===== src/rtl/jsu_pkg.sv =====
// Shared types, constants and helper functions of the JSON string unescape block.
package jsu_pkg;

  // Depth of the queue between the decoder and the byte emitter.
  localparam int unsigned QueueDepth = 4;

  // Byte values that the decoder reacts to.
  localparam logic [7:0] CharQuote  = 8'h22;
  localparam logic [7:0] CharBslash = 8'h5C;
  localparam logic [7:0] CharSlash  = 8'h2F;
  localparam logic [7:0] CharNul    = 8'h00;
  localparam logic [7:0] CharSpace  = 8'h20;
  localparam logic [7:0] CharLowB   = 8'h62;
  localparam logic [7:0] CharLowF   = 8'h66;
  localparam logic [7:0] CharLowN   = 8'h6E;
  localparam logic [7:0] CharLowR   = 8'h72;
  localparam logic [7:0] CharLowT   = 8'h74;
  localparam logic [7:0] CharLowU   = 8'h75;

  // Control codes produced by the short escapes.
  localparam logic [7:0] CodeBs = 8'h08;
  localparam logic [7:0] CodeFf = 8'h0C;
  localparam logic [7:0] CodeLf = 8'h0A;
  localparam logic [7:0] CodeCr = 8'h0D;
  localparam logic [7:0] CodeHt = 8'h09;

  // Surrogate ranges, identified by the top six bits of a 16-bit group.
  localparam logic [5:0] SurrHighTag = 6'b110110;
  localparam logic [5:0] SurrLowTag  = 6'b110111;
  localparam logic [20:0] SuppBase   = 21'h10000;

  // UTF-8 length limits.
  localparam logic [20:0] Utf8Max1 = 21'h7F;
  localparam logic [20:0] Utf8Max2 = 21'h7FF;
  localparam logic [20:0] Utf8Max3 = 21'hFFFF;

  // Result status codes.
  typedef enum logic [2:0] {
    ST_DATA    = 3'd0,
    ST_END     = 3'd1,
    ST_NOQUOTE = 3'd2,
    ST_CTRL    = 3'd3,
    ST_ESCAPE  = 3'd4,
    ST_HEX     = 3'd5,
    ST_SURR    = 3'd6
  } status_e;

  // Decoder modes, one-hot.
  typedef enum logic [5:0] {
    MODE_NORMAL  = 6'b000001,
    MODE_ESC     = 6'b000010,
    MODE_HEX1    = 6'b000100,
    MODE_WANT_BS = 6'b001000,
    MODE_WANT_U  = 6'b010000,
    MODE_HEX2    = 6'b100000
  } mode_e;

  // One decoded job: up to four result bytes, index of the final one, status.
  typedef struct packed {
    logic [3:0][7:0] bytes;
    logic [1:0]      last_idx;
    status_e         status;
  } jsu_job_t;

  // Hex digit decode: bit 4 is set for a valid digit, bits 3:0 hold its value.
  function automatic logic [4:0] hex_digit(input logic [7:0] b);
    logic [4:0] r;
    r = '0;
    if (b >= 8'h30 && b <= 8'h39) begin
      r = {1'b1, 4'(b - 8'h30)};
    end else if (b >= 8'h41 && b <= 8'h46) begin
      r = {1'b1, 4'(b - 8'h37)};
    end else if (b >= 8'h61 && b <= 8'h66) begin
      r = {1'b1, 4'(b - 8'h57)};
    end
    return r;
  endfunction

  // A single result with the given status and byte.
  function automatic jsu_job_t single_job(input status_e st, input logic [7:0] b);
    jsu_job_t j;
    j          = '0;
    j.status   = st;
    j.bytes[0] = b;
    return j;
  endfunction

  // UTF-8 encoding of one code point into a data job.
  function automatic jsu_job_t encode_job(input logic [20:0] cp);
    jsu_job_t j;
    j        = '0;
    j.status = ST_DATA;
    if (cp <= Utf8Max1) begin
      j.bytes[0] = cp[7:0];
      j.last_idx = 2'd0;
    end else if (cp <= Utf8Max2) begin
      j.bytes[0] = {3'b110, cp[10:6]};
      j.bytes[1] = {2'b10, cp[5:0]};
      j.last_idx = 2'd1;
    end else if (cp <= Utf8Max3) begin
      j.bytes[0] = {4'b1110, cp[15:12]};
      j.bytes[1] = {2'b10, cp[11:6]};
      j.bytes[2] = {2'b10, cp[5:0]};
      j.last_idx = 2'd2;
    end else begin
      j.bytes[0] = {5'b11110, cp[20:18]};
      j.bytes[1] = {2'b10, cp[17:12]};
      j.bytes[2] = {2'b10, cp[11:6]};
      j.bytes[3] = {2'b10, cp[5:0]};
      j.last_idx = 2'd3;
    end
    return j;
  endfunction

endpackage


===== src/rtl/jsu_front.sv =====
// Front end: accepts string bytes, runs the escape decoder and forms result jobs.
module jsu_front
  import jsu_pkg::*;
(
  input  logic     clk_i,
  input  logic     rst_ni,
  input  logic     in_valid_i,
  output logic     in_ready_o,
  input  logic [7:0] in_byte_i,
  input  logic     start_req_i,
  input  logic     full_i,
  output logic     push_o,
  output jsu_job_t job_o
);

  mode_e       mode_q, mode_d, mode_eff;
  logic [15:0] hex_q, hex_d, hex_eff, hex_new;
  logic [9:0]  high_q, high_d, high_eff;
  logic [1:0]  cnt_q, cnt_d, cnt_eff;
  logic        halted_q, halted_d, halted_eff;
  logic        accept;
  logic [4:0]  digit;
  logic [20:0] pair_cp;

  assign in_ready_o = !full_i;
  assign accept     = in_valid_i && !full_i;

  // A start request clears the decoder before the byte is decoded.
  always_comb begin
    if (start_req_i) begin
      mode_eff   = MODE_NORMAL;
      hex_eff    = '0;
      high_eff   = '0;
      cnt_eff    = '0;
      halted_eff = 1'b0;
    end else begin
      mode_eff   = mode_q;
      hex_eff    = hex_q;
      high_eff   = high_q;
      cnt_eff    = cnt_q;
      halted_eff = halted_q;
    end
  end

  assign digit   = hex_digit(in_byte_i);
  assign hex_new = {hex_eff[11:0], digit[3:0]};
  assign pair_cp = {1'b0, high_eff, hex_new[9:0]} + SuppBase;

  // Decoder step for one accepted item.
  always_comb begin
    mode_d   = mode_q;
    hex_d    = hex_q;
    high_d   = high_q;
    cnt_d    = cnt_q;
    halted_d = halted_q;
    push_o   = 1'b0;
    job_o    = '0;
    if (accept) begin
      mode_d   = mode_eff;
      hex_d    = hex_eff;
      high_d   = high_eff;
      cnt_d    = cnt_eff;
      halted_d = halted_eff;
      if (!halted_eff) begin
        unique case (mode_eff)
          MODE_NORMAL: begin
            priority if (in_byte_i == CharQuote) begin
              push_o   = 1'b1;
              job_o    = single_job(ST_END, 8'h00);
              halted_d = 1'b1;
            end else if (in_byte_i == CharNul) begin
              push_o   = 1'b1;
              job_o    = single_job(ST_NOQUOTE, 8'h00);
              halted_d = 1'b1;
            end else if (in_byte_i == CharBslash) begin
              mode_d = MODE_ESC;
            end else if (in_byte_i < CharSpace) begin
              push_o   = 1'b1;
              job_o    = single_job(ST_CTRL, 8'h00);
              halted_d = 1'b1;
            end else begin
              push_o = 1'b1;
              job_o  = single_job(ST_DATA, in_byte_i);
            end
          end
          MODE_ESC: begin
            mode_d = MODE_NORMAL;
            push_o = 1'b1;
            unique case (in_byte_i)
              CharQuote, CharBslash, CharSlash: job_o = single_job(ST_DATA, in_byte_i);
              CharLowB: job_o = single_job(ST_DATA, CodeBs);
              CharLowF: job_o = single_job(ST_DATA, CodeFf);
              CharLowN: job_o = single_job(ST_DATA, CodeLf);
              CharLowR: job_o = single_job(ST_DATA, CodeCr);
              CharLowT: job_o = single_job(ST_DATA, CodeHt);
              CharLowU: begin
                push_o = 1'b0;
                mode_d = MODE_HEX1;
                hex_d  = '0;
                cnt_d  = '0;
              end
              default: begin
                job_o    = single_job(ST_ESCAPE, 8'h00);
                halted_d = 1'b1;
              end
            endcase
          end
          MODE_HEX1, MODE_HEX2: begin
            if (!digit[4]) begin
              push_o   = 1'b1;
              job_o    = single_job(ST_HEX, 8'h00);
              halted_d = 1'b1;
              mode_d   = MODE_NORMAL;
            end else begin
              hex_d = hex_new;
              if (cnt_eff != 2'd3) begin
                cnt_d = cnt_eff + 2'd1;
              end else begin
                cnt_d = '0;
                if (mode_eff == MODE_HEX1) begin
                  if (hex_new[15:10] == SurrHighTag) begin
                    high_d = hex_new[9:0];
                    mode_d = MODE_WANT_BS;
                  end else begin
                    mode_d = MODE_NORMAL;
                    push_o = 1'b1;
                    job_o  = encode_job({5'b0, hex_new});
                  end
                end else if (hex_new[15:10] != SurrLowTag) begin
                  push_o   = 1'b1;
                  job_o    = single_job(ST_SURR, 8'h00);
                  halted_d = 1'b1;
                  mode_d   = MODE_NORMAL;
                end else begin
                  mode_d = MODE_NORMAL;
                  push_o = 1'b1;
                  job_o  = encode_job(pair_cp);
                end
              end
            end
          end
          MODE_WANT_BS: begin
            if (in_byte_i == CharBslash) begin
              mode_d = MODE_WANT_U;
            end else begin
              push_o   = 1'b1;
              job_o    = single_job(ST_SURR, 8'h00);
              halted_d = 1'b1;
              mode_d   = MODE_NORMAL;
            end
          end
          MODE_WANT_U: begin
            if (in_byte_i == CharLowU) begin
              mode_d = MODE_HEX2;
              hex_d  = '0;
              cnt_d  = '0;
            end else begin
              push_o   = 1'b1;
              job_o    = single_job(ST_SURR, 8'h00);
              halted_d = 1'b1;
              mode_d   = MODE_NORMAL;
            end
          end
          default: begin
            mode_d = MODE_NORMAL;
          end
        endcase
      end
    end
  end

  // Decoder state registers.
  always_ff @(posedge clk_i or negedge rst_ni) begin
    if (!rst_ni) begin
      mode_q   <= MODE_NORMAL;
      hex_q    <= '0;
      high_q   <= '0;
      cnt_q    <= '0;
      halted_q <= 1'b1;
    end else begin
      mode_q   <= mode_d;
      hex_q    <= hex_d;
      high_q   <= high_d;
      cnt_q    <= cnt_d;
      halted_q <= halted_d;
    end
  end

endmodule


===== src/rtl/jsu_queue.sv =====
// Small register queue of decoded jobs between the front and back ends.
module jsu_queue
  import jsu_pkg::*;
#(
  parameter int unsigned DEPTH = QueueDepth
) (
  input  logic     clk_i,
  input  logic     rst_ni,
  input  logic     push_i,
  input  jsu_job_t job_i,
  output logic     full_o,
  input  logic     pop_i,
  output logic     valid_o,
  output jsu_job_t head_o
);

  localparam int unsigned PtrW = (DEPTH > 1) ? $clog2(DEPTH) : 1;
  localparam int unsigned CntW = $clog2(DEPTH + 1);
  localparam logic [PtrW-1:0] LastPtr = PtrW'(DEPTH - 1);
  localparam logic [CntW-1:0] FullCnt = CntW'(DEPTH);

  jsu_job_t           store_q [DEPTH];
  logic [PtrW-1:0]    wr_q, wr_d, rd_q, rd_d;
  logic [CntW-1:0]    cnt_q, cnt_d;
  logic               do_push, do_pop;

  assign full_o  = (cnt_q == FullCnt);
  assign valid_o = (cnt_q != '0);
  assign head_o  = store_q[rd_q];
  assign do_push = push_i && !full_o;
  assign do_pop  = pop_i && valid_o;

  // Pointer and fill count update.
  always_comb begin
    wr_d  = wr_q;
    rd_d  = rd_q;
    cnt_d = cnt_q;
    if (do_push) begin
      wr_d = (wr_q == LastPtr) ? '0 : wr_q + PtrW'(1);
    end
    if (do_pop) begin
      rd_d = (rd_q == LastPtr) ? '0 : rd_q + PtrW'(1);
    end
    if (do_push && !do_pop) begin
      cnt_d = cnt_q + CntW'(1);
    end else if (do_pop && !do_push) begin
      cnt_d = cnt_q - CntW'(1);
    end
  end

  always_ff @(posedge clk_i or negedge rst_ni) begin
    if (!rst_ni) begin
      wr_q  <= '0;
      rd_q  <= '0;
      cnt_q <= '0;
    end else begin
      wr_q  <= wr_d;
      rd_q  <= rd_d;
      cnt_q <= cnt_d;
    end
  end

  // Entry storage.
  always_ff @(posedge clk_i) begin
    if (do_push) begin
      store_q[wr_q] <= job_i;
    end
  end

endmodule


===== src/rtl/jsu_back.sv =====
// Back end: walks each queued job and emits its bytes through an output register.
module jsu_back
  import jsu_pkg::*;
(
  input  logic       clk_i,
  input  logic       rst_ni,
  input  logic       head_valid_i,
  input  jsu_job_t   head_i,
  output logic       pop_o,
  output logic       out_valid_o,
  input  logic       out_ready_i,
  output logic [7:0] out_byte_o,
  output logic [2:0] status_o,
  output logic       last_o
);

  logic       out_valid_q, out_valid_d;
  logic [7:0] out_byte_q, out_byte_d;
  status_e    status_q, status_d;
  logic       last_q, last_d;
  logic [1:0] idx_q, idx_d;
  logic       load, at_last;

  assign load    = head_valid_i && (!out_valid_q || out_ready_i);
  assign at_last = (idx_q == head_i.last_idx);
  assign pop_o   = load && at_last;

  // Next output item and byte index.
  always_comb begin
    out_valid_d = out_valid_q;
    out_byte_d  = out_byte_q;
    status_d    = status_q;
    last_d      = last_q;
    idx_d       = idx_q;
    if (load) begin
      out_valid_d = 1'b1;
      out_byte_d  = head_i.bytes[idx_q];
      status_d    = head_i.status;
      last_d      = at_last;
      idx_d       = at_last ? 2'd0 : idx_q + 2'd1;
    end else if (out_ready_i) begin
      out_valid_d = 1'b0;
    end
  end

  always_ff @(posedge clk_i or negedge rst_ni) begin
    if (!rst_ni) begin
      out_valid_q <= 1'b0;
      idx_q       <= '0;
    end else begin
      out_valid_q <= out_valid_d;
      idx_q       <= idx_d;
    end
  end

  // Output payload.
  always_ff @(posedge clk_i) begin
    out_byte_q <= out_byte_d;
    status_q   <= status_d;
    last_q     <= last_d;
  end

  assign out_valid_o = out_valid_q;
  assign out_byte_o  = out_byte_q;
  assign status_o    = status_q;
  assign last_o      = last_q;

endmodule


===== src/rtl/json_string_unescape_utf8.sv =====
// Top level of the JSON string unescape to UTF-8 decoder.
//
// The block takes one string body byte per cycle while its queue is not full
// and decodes it in the same cycle in the front end, which turns every byte
// that completes something into a job of one to four result items (UTF-8
// bytes, an end marker or an error code). Jobs wait in a QUEUE_DEPTH-entry
// queue; the back end sends one result item per cycle while out_ready_i is
// high, through an output register, with last set on the final item of each
// input byte. Plain text and short escapes thus run at one byte per cycle in
// and out when nothing stalls; a \u code point gives one result item per
// UTF-8 byte, sent while the front end keeps taking bytes until the queue is
// full. Jobs are registered in the queue, their items in the output register.
module json_string_unescape_utf8
  import jsu_pkg::*;
#(
  parameter int unsigned QUEUE_DEPTH = QueueDepth
) (
  input  logic       clk_i,
  input  logic       rst_ni,
  input  logic       in_valid_i,
  output logic       in_ready_o,
  input  logic [7:0] in_byte_i,
  input  logic       start_req_i,
  output logic       out_valid_o,
  input  logic       out_ready_i,
  output logic [7:0] out_byte_o,
  output logic [2:0] status_o,
  output logic       last_o
);

  logic     push, full, pop, head_valid;
  jsu_job_t job, head;

  jsu_front u_front (
    .clk_i       (clk_i),
    .rst_ni      (rst_ni),
    .in_valid_i  (in_valid_i),
    .in_ready_o  (in_ready_o),
    .in_byte_i   (in_byte_i),
    .start_req_i (start_req_i),
    .full_i      (full),
    .push_o      (push),
    .job_o       (job)
  );

  jsu_queue #(
    .DEPTH (QUEUE_DEPTH)
  ) u_queue (
    .clk_i   (clk_i),
    .rst_ni  (rst_ni),
    .push_i  (push),
    .job_i   (job),
    .full_o  (full),
    .pop_i   (pop),
    .valid_o (head_valid),
    .head_o  (head)
  );

  jsu_back u_back (
    .clk_i        (clk_i),
    .rst_ni       (rst_ni),
    .head_valid_i (head_valid),
    .head_i       (head),
    .pop_o        (pop),
    .out_valid_o  (out_valid_o),
    .out_ready_i  (out_ready_i),
    .out_byte_o   (out_byte_o),
    .status_o     (status_o),
    .last_o       (last_o)
  );

endmodule


===== config.mk =====
export PLATFORM = sky130hd
export DESIGN_NAME = json_string_unescape_utf8
export DESIGN_NICKNAME = d
export VERILOG_FILES = /design/src/rtl/jsu_pkg.sv /design/src/rtl/jsu_front.sv /design/src/rtl/jsu_queue.sv /design/src/rtl/jsu_back.sv /design/src/rtl/json_string_unescape_utf8.sv
export SDC_FILE = /design/constraint.sdc
export NUM_CORES = 1
export LEC_CHECK = 0
export BUFFER_PORTS_ARGS = -buffer_cell sky130_fd_sc_hd__buf_2
export CORE_MARGIN = 4
export CORE_UTILIZATION = 57
export DETAILED_ROUTE_END_ITERATION = 10
export HOLD_SLACK_MARGIN = 0.03
export PLACE_DENSITY = 0.79
export REMOVE_ABC_BUFFERS = 1
export SLEW_MARGIN = 20
export SYNTH_ARGS = -nofsm -noshare
export SYNTH_HDL_FRONTEND = slang
export SYNTH_SLANG_ARGS = --single-unit

===== constraint.sdc =====
create_clock -name clk_i -period 3.3 [get_ports clk_i]
set_clock_uncertainty 0.1 [all_clocks]
set_input_delay 0.66 -clock clk_i [delete_from_list [all_inputs] [get_ports clk_i]]
set_output_delay 0.66 -clock clk_i [all_outputs]
set_load 0.03 [all_outputs]

==> results.toml <==
[finish]
multi_input_area_um2 = 4110
final_nets = 946
final_cell_mix = "172 x buf_4, 144 x edfxtp_1, 67 x nand2_1, 40 x mux4_2, 40 x o21ai_0"
utilization = 0.752
final_common_cell = "buf_4"
nFillCells = 1026
design_area_um2 = 12000
fin_cells = 1148
seqCellArea_um2 = 5350
diodes = 0
layout-drive-gt1-share = 0.393
areaGrowthSynthToFinish_pct = 28.0

[synthesis]
seq_area_frac_synth = 0.570
synth.cell_area_um2 = 9400
synth_area_leaders = "edfxtp_1 46%, dfrtp_1 10%, mux4_2 9.6%, nand2_1 2.7%, o21ai_0 2.2%"
synthArstFlopShare = 0.222
ys.warnings.count = 0
netlist_instances = 725
synthFlopType = "edfxtp_1"
synth_area_per_cell_um2 = 13.0
synth-edff-count = 144
ys_types = 86
synth-seq-cells = 185
netlist.area_leader.share = 0.460
yosysTopAreaCell = "edfxtp_1"

[sta]
period_minus_slack_ns = 3.29
hold_violations = 0
slew_headroom = 0.364
max_freq_ghz = 0.304
slew_viol_final = 0
finalSetupViolCount = 0
timing.final.crit_share = 0.997
rsz0062_at_grt = "yes"
setup_tns_ns = 0
tightest_slew_ns = 0.955

[pwr]
power_density_nw_per_um2 = 621
power.total_mw = 7.47
peakVddDrop_mv = 0.517
power.leakage_nw = 4.61

[drt]
totalWireLength_um = 29000
ant_nets = 0
vias = 7579
wire_per_inst_um = 25.2
drc = 0
vias_per_cell = 6.60
dr.pass1.iters = 6
dr.first_iter.drc_count = 897

[clock_network]
root_buffer = "clkbuf_16"
cts_tree = "yes"
htreeDepth = 4
cts_buffers = 17
clkSinkCount = 185
insertion_delay_ns = 0.43
ctsHoldBuffers = 0
clk_pin_slew_ns = 0.07
cts_buffer_depth = 2

[die]
pin_count = 27
fp-row-count = 46
die_area_um2 = 18600
die_x_um = 136
die_y_um = 136
core-area_um2 = 16000
start_util = 0.587

[worst_hold_path]
hold_class = "input pin to async pin"

[worst_setup_path]
path_cells = "buf_8 > inv_6 > ha_4 > buf_6 > or4b_4 > o2111ai_4 > and3_4 > buf_12 > nor4_4 > buf_4 > mux2_4 > buf_12 > o31ai_4 > a22oi_2 > nor3_2 > buf_4"
critical-path-top-delay-family = "simple AND/OR/NAND/NOR gates"
required_ns = 3.50
cp.arrival_ns = 3.49
crit_slowest_cell = "or4b_4"
cpPeakStageDelay_ns = 0.46
cp_max_fo = 6
critPathKind = "input pin to flop"
cp.buffers_inverters = 7
crit_path_end_kind = "flop"
start_kind = "input pin"

[placed_design]
numPortBuffers = 26
place_hpwl_um = 20200
dp_cells = 1105
routabilityCongestion = 1.01
place_area_um2 = 11000

[global_route]
grt_antenna_before_repair = 0
grt_overflow = 0
grt_pass1_vias = 7497
grt_max_degree = 42
grt_pass1_wl_um = 43700
track_usage = 0.318

[run]
maxCapViolCount = 0

[outcome]
status = "completed"
-- power breakdown --
part           switching [mW]  leakage [nW]  internal, mW  total, mW
Combinational            1.28          2.36          1.01       2.29
Clock                   0.986         0.284          1.01       2.00
Sequential              0.205          1.96          2.98       3.18
-- cell usage after synthesis (4+ instances only) --
library cell	number
a211oi_1	5
a21oi_1	31
a22o_1	10
a22oi_1	11
a31oi_1	9
and2_1	11
and3_1	7
buf_2	5
buf_6	5
clkbuf_1	21
dfrtp_1	39
edfxtp_1	144
ha_1	13
inv_1	20
mux2_2	11
mux2i_1	5
mux4_2	40
nand2_1	67
nand2b_1	4
nand3_1	14
nand4_1	5
nand4b_1	4
nor2_1	45
nor2b_1	14
nor3_1	17
nor4_1	5
o211ai_1	4
o21ai_0	42
o221ai_1	4
o22ai_1	5
o31ai_1	5
or3_1	7
xnor2_1	6
xor2_1	5
-- logic make-up after synthesis --
family / after synthesis / share of synthesized area
AOI/OAI and AO/OA: 166 / 0.121
xor gates and xnor gates: 11 / 0.0103
adders and majority gates: 14 / 0.0194
buffers and inverters: 56 / 0.0274
muxes: 57 / 0.116
and+or+nand+nor: 236 / 0.136
DFF: 185 / 0.570
-- worst paths after layout --
path,slack (ns),to,from,cells after the start
worst max-delay path,0.01,u_queue.store_q[3][25],in_byte_i[0],16
worst min-delay path,0.27,u_queue.wr_q[0],rst_ni,1
worst max register to register,0.07,u_queue.store_q[3][33],u_front.high_q[7],12
worst min register to register,0.41,u_queue.cnt_q[2],u_queue.cnt_q[2],1
max in group asynchronous,2.18,u_queue.rd_q[0],rst_ni,1
min in group clk_i,0.35,u_back.out_valid_o,out_ready_i,2
-- metal layers --
| layer | part of all wire | global-route usage | wire length (um) | vias up |
|---|---|---|---|---|
| li1 | - | - | - | 3245 |
| met1 | 0.39 | 0.422 | 11200 | 3755 |
| met2 | 0.48 | 0.519 | 14000 | 462 |
| met3 | 0.077 | 0.0518 | 2240 | 117 |
| met4 | 0.051 | 0.143 | 1490 | 0 |
| met5 | 0 | 0 | 0 | - |
-- metrics by stage --
stage               hold WS (ns)  setup slack (ns)
global route               0.349           -0.0667
global placement           0.369            -0.624
floorplan                  0.264            -0.502
CTS                        0.302          0.000506
detailed placement         0.394            -0.717
finish                     0.269            0.0101
-- flip-flops by register name, indices dropped and copies added (netlist names), 3 cells and up --
name	flops
u_front.high_q	10
u_queue.store_q	132
u_front.mode_q	6
u_back.out_byte_o	8
u_back.status_o	3
u_queue.cnt_q	3
u_front.hex_q	12
-- final cells by class --
class	instances	share of cell area
Inverter	21	0.00738
Sequential cell	185	0.445
Multi-Input combinational cell	484	0.341
Clock inverter	15	0.0128
Tap cell	216	0.0225
Clock buffer	17	0.0354
Timing Repair Buffer	210	0.136
-- timing repair --
action,4_1_cts,5_1_grt
endpoints found under the hold margin,0,0
endpoints found under the setup margin,112,106
pin swaps,13,21
cloned,1,0
setup buffers,4,7
resized for setup,48,36
No activity file was read; power rests on OpenSTA's default activity.
